==> config.mk <==
export PLATFORM = sky130hd
export DESIGN_NAME = mandelbrot_escape_time_top
export DESIGN_NICKNAME = d
export VERILOG_FILES = /design/src/rtl/core/mandel_pkg.sv /design/src/rtl/core/mandel_mul.sv /design/src/rtl/core/mandelbrot_escape_time_top.sv
export VERILOG_INCLUDE_DIRS = /design/src /design/src/rtl/core
export SDC_FILE = /design/constraint.sdc
export NUM_CORES = 2
export LEC_CHECK = 0
export ABC_AREA = 1
export BUFFER_PORTS_ARGS = -buffer_cell sky130_fd_sc_hd__clkbuf_2
export CAP_MARGIN = 10
export CORE_MARGIN = 1
export CORE_UTILIZATION = 40
export CTS_CLUSTER_DIAMETER = 120
export DETAILED_ROUTE_END_ITERATION = 8
export HOLD_SLACK_MARGIN = 0.08
export SLEW_MARGIN = 20
export SYNTH_ARGS = -nofsm -noshare
export SYNTH_HDL_FRONTEND = slang
export SYNTH_HIERARCHICAL = 1
export SYNTH_SLANG_ARGS = --single-unit
==> constraint.sdc <==
create_clock -name clk -period 10.5 [get_ports clk]
set_input_delay 1.05 -clock clk [delete_from_list [all_inputs] [get_ports clk]]
set_output_delay 1.05 -clock clk [all_outputs]
set_load 0.02 [all_outputs]
==> src/rtl/core/mandelbrot_escape_time_top_defines.svh <==
`ifndef MANDELBROT_ESCAPE_TIME_TOP_DEFINES_SVH
`define MANDELBROT_ESCAPE_TIME_TOP_DEFINES_SVH

// Check a property on every rising clock edge outside reset.
`define MANDEL_ASSERT(label, prop, msg) \
    label: assert property (@(posedge clk) disable iff (!rst_n) (prop)) else $error(msg);

// Check that a condition is followed by another in the next cycle.
`define MANDEL_ASSERT_NEXT(label, cond, expct, msg) \
    label: assert property (@(posedge clk) disable iff (!rst_n) (cond) |=> (expct)) \
        else $error(msg);

`endif

==> src/rtl/core/mandel_pkg.sv <==
package mandel_pkg;

    localparam int DATA_W            = 32;
    localparam int COUNT_W           = 16;
    localparam int FRACTION_BITS_DEF = 28;

    localparam logic [COUNT_W-1:0] MAX_ITER_RESET = 16'd256;

endpackage

==> src/rtl/core/mandel_mul.sv <==
module mandel_mul
    import mandel_pkg::*;
#(
    parameter int FRACTION_BITS = FRACTION_BITS_DEF
)
(
    input  logic                     clk,
    input  logic signed [DATA_W-1:0] op_a,
    input  logic signed [DATA_W-1:0] op_b,
    output logic signed [DATA_W-1:0] prod
);

    logic signed [2*DATA_W-1:0] full_prod;
    logic signed [DATA_W-1:0]   prod_reg;

    assign full_prod = op_a * op_b;

    // keep the scaled product: arithmetic shift right, low word
    always_ff @(posedge clk)
    begin
        prod_reg <= full_prod[FRACTION_BITS+DATA_W-1:FRACTION_BITS];
    end

    assign prod = prod_reg;

endmodule

==> src/rtl/core/mandelbrot_escape_time_top.sv <==
// Escape-time unit for one point c = (c_real, c_imag), signed 32-bit with
// FRACTION_BITS fraction bits. Starting from z = c it iterates z = z*z + c on
// one shared 32x32 multiplier with a registered output: each iteration issues
// three products (zr*zr, zi*zi, zr*zi) and passes through CHECK, MII, MRI, UPD.
// A point keeps the block busy until its result is loaded into the output
// register once any earlier result is taken, then in_ready rises again;
// the result waits in an output register, so the next point is taken while it
// is still pending. The limit from cfg_data is sampled when a point is taken;
// cfg_ready is always high.
module mandelbrot_escape_time_top
    import mandel_pkg::*;
#(
    parameter int FRACTION_BITS = FRACTION_BITS_DEF
)
(
    input  logic                      clk,
    input  logic                      rst_n,
    input  logic                      cfg_valid,
    output logic                      cfg_ready,
    input  logic [COUNT_W-1:0]        cfg_data,
    input  logic                      in_valid,
    output logic                      in_ready,
    input  logic signed [DATA_W-1:0]  c_real,
    input  logic signed [DATA_W-1:0]  c_imag,
    output logic                      out_valid,
    input  logic                      out_ready,
    output logic [COUNT_W-1:0]        iteration_count,
    output logic signed [DATA_W-1:0]  final_real,
    output logic signed [DATA_W-1:0]  final_imag,
    output logic                      escaped
);

    `include "mandelbrot_escape_time_top_defines.svh"

    localparam logic signed [DATA_W-1:0] BOX_LIM = DATA_W'(64'd2 << FRACTION_BITS);
    localparam logic signed [DATA_W-1:0] NEG_LIM = -BOX_LIM;

    typedef enum logic [5:0] {
        ST_IDLE  = 6'b000001,
        ST_CHECK = 6'b000010,
        ST_MII   = 6'b000100,
        ST_MRI   = 6'b001000,
        ST_UPD   = 6'b010000,
        ST_DONE  = 6'b100000
    } state_t;

    state_t state_reg, state_next;

    logic [COUNT_W-1:0]       max_iter_reg;
    logic [COUNT_W-1:0]       limit_reg;
    logic [COUNT_W-1:0]       count_reg;
    logic signed [DATA_W-1:0] cr_reg, ci_reg, zr_reg, zi_reg, acc_reg;
    logic signed [DATA_W-1:0] op_a, op_b, prod;

    logic                     out_valid_reg, out_valid_next;
    logic [COUNT_W-1:0]       count_out_reg;
    logic signed [DATA_W-1:0] real_out_reg, imag_out_reg;
    logic                     esc_out_reg;

    logic in_fire, outside, more_iter, out_free;

    assign cfg_ready = 1'b1;
    assign in_ready  = (state_reg == ST_IDLE);
    assign in_fire   = in_valid && in_ready;
    assign out_free  = !out_valid_reg || out_ready;
    assign more_iter = (count_reg < limit_reg);
    assign outside   = (zr_reg > BOX_LIM) || (zr_reg < NEG_LIM) ||
                       (zi_reg > BOX_LIM) || (zi_reg < NEG_LIM);

    assign op_a = (state_reg == ST_MII)   ? zi_reg : zr_reg;
    assign op_b = (state_reg == ST_CHECK) ? zr_reg : zi_reg;

    mandel_mul #(
        .FRACTION_BITS (FRACTION_BITS)
    ) u_mul (
        .clk  (clk),
        .op_a (op_a),
        .op_b (op_b),
        .prod (prod)
    );

    always_comb
    begin
        state_next     = state_reg;
        out_valid_next = out_valid_reg;
        if (out_valid_reg && out_ready)
        begin
            out_valid_next = 1'b0;
        end
        unique case (state_reg)
            ST_IDLE:
            begin
                if (in_fire)
                begin
                    state_next = ST_CHECK;
                end
            end
            ST_CHECK:
            begin
                if (!more_iter || outside)
                begin
                    state_next = ST_DONE;
                end
                else
                begin
                    state_next = ST_MII;
                end
            end
            ST_MII: state_next = ST_MRI;
            ST_MRI: state_next = ST_UPD;
            ST_UPD: state_next = ST_CHECK;
            ST_DONE:
            begin
                if (out_free)
                begin
                    out_valid_next = 1'b1;
                    state_next     = ST_IDLE;
                end
            end
            default: state_next = ST_IDLE;
        endcase
    end

    always_ff @(posedge clk or negedge rst_n)
    begin
        if (!rst_n)
        begin
            state_reg     <= ST_IDLE;
            out_valid_reg <= 1'b0;
            max_iter_reg  <= MAX_ITER_RESET;
        end
        else
        begin
            state_reg     <= state_next;
            out_valid_reg <= out_valid_next;
            if (cfg_valid && cfg_ready)
            begin
                max_iter_reg <= cfg_data;
            end
        end
    end

    always_ff @(posedge clk)
    begin
        if (in_fire)
        begin
            cr_reg    <= c_real;
            ci_reg    <= c_imag;
            zr_reg    <= c_real;
            zi_reg    <= c_imag;
            count_reg <= COUNT_W'(1);
            limit_reg <= max_iter_reg;
        end
        if (state_reg == ST_MII)
        begin
            acc_reg <= prod;
        end
        if (state_reg == ST_MRI)
        begin
            acc_reg <= acc_reg - prod;
        end
        if (state_reg == ST_UPD)
        begin
            zr_reg    <= acc_reg + cr_reg;
            zi_reg    <= (prod <<< 1) + ci_reg;
            count_reg <= count_reg + COUNT_W'(1);
        end
        if ((state_reg == ST_DONE) && out_free)
        begin
            count_out_reg <= count_reg;
            real_out_reg  <= zr_reg;
            imag_out_reg  <= zi_reg;
            esc_out_reg   <= more_iter;
        end
    end

    assign out_valid       = out_valid_reg;
    assign iteration_count = count_out_reg;
    assign final_real      = real_out_reg;
    assign final_imag      = imag_out_reg;
    assign escaped         = esc_out_reg;

    `MANDEL_ASSERT_NEXT(a_accept_to_check, in_fire, state_reg == ST_CHECK,
        "accepted transaction did not start the check")
    `MANDEL_ASSERT_NEXT(a_count_step, state_reg == ST_UPD,
        count_reg == $past(count_reg) + COUNT_W'(1), "count did not advance by one")
    `MANDEL_ASSERT(a_count_bound,
        (state_reg != ST_IDLE) && (state_reg != ST_CHECK || limit_reg != '0) &&
        (limit_reg != '0) |-> count_reg <= limit_reg, "count passed the limit")
    `MANDEL_ASSERT(a_result_source,
        $rose(out_valid_reg) |-> $past(state_reg == ST_DONE),
        "result loaded outside the done state")

endmodule

* Word-level counts from Yosys, hierarchy flattened
Index checks and enable logic that the tools add are counted.
** Word-level totals
- Output and inout bits :: 84
- Logic and storage cells :: 63
- Bits of input ports :: 85
- Register bits :: 328
** Operators by class
- Mux-type cells :: 17
- Equal/unequal tests :: 8
- Reduce and logical (&&, ||, !) cells :: 13
- Magnitude comparators :: 5
- Multipliers :: 1
- Add/sub/neg operators :: 4
** Operators by type and width (count)
- 32-bit two-way mux :: 8
- 32-bit adder :: 2
- 32-bit by 31-bit greater-than comparator with 1-bit output (second input constant) :: 2
- 32-bit by 30-bit less-than comparator with 1-bit output (second input constant) :: 2
- 32-bit by 32-bit multiplier with 60-bit output :: 1
- 6-bit one-hot mux with 6 select lines :: 1
- 16-bit two-way mux :: 2
- 32-bit subtractor :: 1
- 6-bit two-way mux :: 3
- 16-bit by 1-bit adder with 16-bit output (second input constant) :: 1
- 16-bit less-than comparator :: 1
- 6-bit by 1-bit == test with 1-bit output (second input constant) :: 1
- 6-bit by 2-bit == test with 1-bit output (second input constant) :: 1
- 6-bit by 3-bit == test with 1-bit output (second input constant) :: 1
- 6-bit by 4-bit == test with 1-bit output (second input constant) :: 1
- 6-bit by 5-bit == test with 1-bit output (second input constant) :: 1
- 6-bit == test (second input constant) :: 1
- 1-bit logical OR :: 5
- 2-bit nonzero test :: 2
- 1-bit logical AND :: 3
- 1-bit two-way mux :: 3
- 1-bit zero test :: 2
- 2-bit by 1-bit != test with 1-bit output (second input constant) :: 1
- 2-bit != test (second input constant) :: 1
- 2-bit AND reduction :: 1

* Longest topological paths before layout
- Depth in word-level cells :: 7
- Mapped depth :: 40
- Mapped depth without buffers :: 37

* By module
Netlist, hierarchy kept.
** Modules (own cells, without submodules)
- mandel_mul :: area an instance 37210.7 um^2, cells each 4742, seq. area each 640.6 um^2, instances 1
- mandelbrot_escape_time_top :: area an instance 19060.8 um^2, cells each 2474, seq. area each 8775.9 um^2, instances 1

* Least setup slack after synthesis
Ideal clock, no wire load.
- Path type :: flip-flop to flip-flop
- Start point :: register state_reg[0]
- End point :: register u_mul.prod_reg[31] (netlist: u_mul/prod[31])
- Arrival :: 7.782 ns
- Period minus slack after synthesis :: 7.894 ns
- Path buffers :: 3
- Required time :: 10.388 ns
- Library setup time :: 0.112 ns
- Path slack :: 2.606 ns
- Stages on the path, launching flop included :: 34
- Cells stage by stage :: dfstp_2 -> nor2_2 -> inv_2 -> nor2_4 -> buf_2 -> o21ai_0 -> buf_2 -> buf_1 -> nand2_1 -> inv_1 -> fa_1 -> fa_1 -> fa_1 -> inv_1 -> fa_1 -> inv_1 -> fa_1 -> fa_1 -> inv_1 -> fa_1 -> inv_1 -> fa_1 -> ha_1 -> nand2_1 -> nor2_1 -> inv_2 -> nor2_2 -> inv_1 -> nor3_1 -> nand2_1 -> nand2_1 -> inv_1 -> nand2_1 -> nand2_1
** Between the ends
- Word-level cells in the longest chain between the ends :: 3
- Elaborated cells on any way between the ends :: 5
- Those cells by class :: mul (1); eq/ne (2); mux (2)
** Ends and longest elaborated chain
- start, declared :: RTL line mandelbrot_escape_time_top.sv:47 : state_t state_reg, state_next;
- start signal, assigned :: RTL line mandelbrot_escape_time_top.sv:134 : state_reg <= state_next;
- 6-bit by 3-bit == test with 1-bit output :: RTL line mandelbrot_escape_time_top.sv:70 : assign op_a = (state_reg == ST_MII) ? zi_reg : zr_reg;
- 32-bit two-way mux :: RTL line mandelbrot_escape_time_top.sv:70
- named net op_a[31] :: RTL line mandelbrot_escape_time_top.sv:53 : logic signed [DATA_W-1:0] op_a, op_b, prod;
- 32-bit by 32-bit multiplier with 60-bit output :: RTL line mandel_mul.sv:16 : assign full_prod = op_a * op_b;
- named net u_mul.full_prod[59] :: RTL line mandel_mul.sv:13 : logic signed [2*DATA_W-1:0] full_prod;
- end signal, assigned :: RTL line mandel_mul.sv:21 : prod_reg <= full_prod[FRACTION_BITS+DATA_W-1:FRACTION_BITS];
- end, declared :: RTL line mandel_mul.sv:14 : logic signed [DATA_W-1:0] prod_reg;
The timed path passes the listed nets, and every way through them passes these cells.
A chain may end at the register's enable or synchronous reset.

* Worst setup path after layout
- Start point :: register state_reg[4]
- End point :: register u_mul.prod_reg[6] (netlist: u_mul/prod[6])
Same word-level chain as after synthesis.

==> reports/metrics.cfg <==
[logic_synthesis]
synth.mux.area_fraction_pct = 0.320
netlist_area_sq_mm = 0.0563
synth_cell_types = 48
synth_area_leaders = fa_1 (37%), nand2_1 (15%), edfxtp_1 (15%)
ys.flop_type = edfxtp_1
syn_nets = 8623
synth-simple-area-share_pct = 20.3
syn_area_per_cell_sq_um = 7.80
synth_top_family_by_area = adder cells
synth_compound_area_share_pct = 3.38
synth.ff_latch_count = 328
synthArstFlopShare_pct = 7.01
synth_edf_count = 273
ys_seq_area_share_pct = 16.7
synth_xor_area_share_pct = 0.903
synth_warnings = 6
yosysTopAreaCell = fa_1
synth_cells = 7216
synth.top_cell.area_share_pct = 37.0
synth-adder-area-share_pct = 43.3

[die]
die_w_um = 377
dieHeight_um = 377
die-area_sq_mm = 0.142
start_util_pct = 40.3
rows = 137
core_area_sq_mm = 0.140
io_pins = 169

[layout]
drive_gt1_share_pct = 6.35
syn2layout_area_growth_pct = 7.90
nets = 8687

[critical_path]
arrival_ns = 9.78
cpMostUsedCell = fa_1
crit_slowest_cell = o21ai_2
cp-end-kind = register
required_ns = 10.90
cp_max_fo = 49
worst-path-buf-inv = 4
max_stage_delay_ns = 0.73
cp-start-kind = register
crit_path_cell_trace = nor2_2 -> nand2_1 -> nor2_4 -> inv_2 -> o21ai_2 -> buf_4 -> nand2_1 -> fa_1 -> inv_1 -> fa_1 -> fa_1 -> fa_1 -> fa_1 -> fa_1 -> fa_1 -> fa_1 -> ha_1 -> nand2_1 -> o21ai_0 -> inv_1 -> o21ai_1 -> a21oi_1 -> nand2_1 -> xor2_1
cp_top_family = adder cells
crit_type = register to register

[routing]
wire_per_inst_um = 19.2
drc = 0
drt-pass1-iter-count = 8
drt_iter0_drc = 3408
wl_um = 176000
via_per_inst = 4.93
detailroute.via_count = 45284
ant_nets = 0

[clocking]
clock_latency_ns = 0.60
tritoncts = yes
cts_setup_buffers = 0
cts_hold_buf = 0
clkTransAtPathRegs_ns = 0.06
cts.sinks = 328
cts_buffers = 38
htreeDepth = 2
cts_resized = 0
cts-root-buf = clkbuf_16
clock_path_buffers = 3

[timing]
max_slew_margin_pct = 26.5
slew_viol_final = 0
rsz0062_at_grt = false
setup_viol = 0
skew_ns = 0.0505
fin_ws_ns = 1.12
fin_crit_ns = 9.38
fin_crit_sh_pct = 89.3
clock.fmax_ghz = 0.107
worstMarginPinSlew_ns = 1.10
tns_ns = 0
hold_violations = 0

[job]
maxCapViolations = 0

[placement]
port_buffers = 167
place.gp.congestion = 1.00
dp_hpwl_um = 146000
dp_slack_ns = 1.27

[global_route]
grt_overflow = 0
grt_pass1_vias = 46866
grt_use_total_pct = 25.5
grt_pass1_wl_um = 275000
grt_start_max_net_pins = 64
grt_antenna_before_repair = 4

[status]
outcome = completed

[worst_hold_path]
hp-class = register to register

## worst register-to-register path, stage by stage (launching register included)
cell and delay, ns:
dfrtp_1 0.43, nor2_2 0.18, nand2_1 0.11, nor2_4 0.45
inv_2 0.54, o21ai_2 0.76, buf_4 0.41, nand2_1 0.14
fa_1 0.53, inv_1 0.05, fa_1 0.55, fa_1 0.44
fa_1 0.56, fa_1 0.46, fa_1 0.47, fa_1 0.61
fa_1 0.47, ha_1 0.48, nand2_1 0.18, o21ai_0 0.38
inv_1 0.09, o21ai_1 0.14, a21oi_1 0.07, nand2_1 0.23
xor2_1 0.45
## routing by layer
layer	GRT usage, %	up-vias	share of wire [%]
met1	34.3	22601	42
li1	-	20901	-
met3	2.37	262	6.1
met2	43.3	1520	48
met5	0	-	0
met4	7.51	0	3.3
## cell usage after synthesis, drive strengths merged, types with 21 or more instances
library cell  number
edfxtp           273
nor3              31
fa              1039
clkbuf           204
a21oi            154
o21bai            22
nand3            198
o21ai            165
ha               283
xnor2             44
buf               28
inv             2008
dfrtp             21
nand4             27
nor2             343
nand2           2255
dfxtp             32
## area by class of cell
cell class	instances	area, sq um
repair buffers	256	1500
multi-input cells	4646	38600
clock buffers	47	1020
flip-flops and latches	328	9420
well taps	1876	2350
clock inverters	23	255
diodes	1	2.50
fillers	14138	78800
inverters	2010	7540
## metrics by stage
step                      utilization [%]  hold slack (ns)  instances  area, sq um
after global placement               42.6            0.432       9116        59400
after detailed placement             42.6            0.433       9116        59400
after global routing                 43.5            0.456       9187        60700
after CTS                            43.5            0.447       9186        60700
after floorplan                         -            0.421       7216        56300
final                                43.5            0.447       9187        60700
## cells by family after synthesis
group | after synthesis
fa+ha+maj | 1322
buf+inv | 2242
other cells | 1
mux | 16
simple gates | 2891
compound gates | 358
xor+xnor | 58
flops | 328
## final timing paths
kind                                              from                      endpoint  slack, ns  cells past startpoint
max                           state_reg[4]$_DFFE_PN0P_         u_mul/prod[6]$_DFF_P_       1.12                     24
min                        max_iter_reg[9]$_DFFE_PN0P_        limit_reg[9]$_DFFE_PP_       0.45                      0
max reg2reg                   state_reg[4]$_DFFE_PN0P_         u_mul/prod[6]$_DFF_P_       1.12                     24
min reg2reg                max_iter_reg[9]$_DFFE_PN0P_        limit_reg[9]$_DFFE_PP_       0.45                      0
max in group asynchronous                        rst_n      state_reg[1]$_DFFE_PN0P_       9.54                      1
min in group asynchronous                        rst_n  max_iter_reg[11]$_DFFE_PN0P_       0.49                      1
## cell usage in the layout (no fill, tap or decap), types with 19 or more instances in the layout
cell          n
nand2_1    2251
inv_1      1981
fa_1       1039
nor2_1      331
ha_1        283
edfxtp_1    273
nand3_1     194
clkbuf_2    167
a21oi_1     154
buf_4        89
o21ai_0      81
o21ai_2      63
xnor2_1      44
clkbuf_16    38
dfxtp_1      32
nand4_1      27
inv_2        27
nor3_1       24
o21bai_1     22
dfrtp_1      21
o21ai_1      19
Power is left out: the tool's default activity adds up to more than one toggle a clock period on the data nets, which glitch-free logic cannot reach.
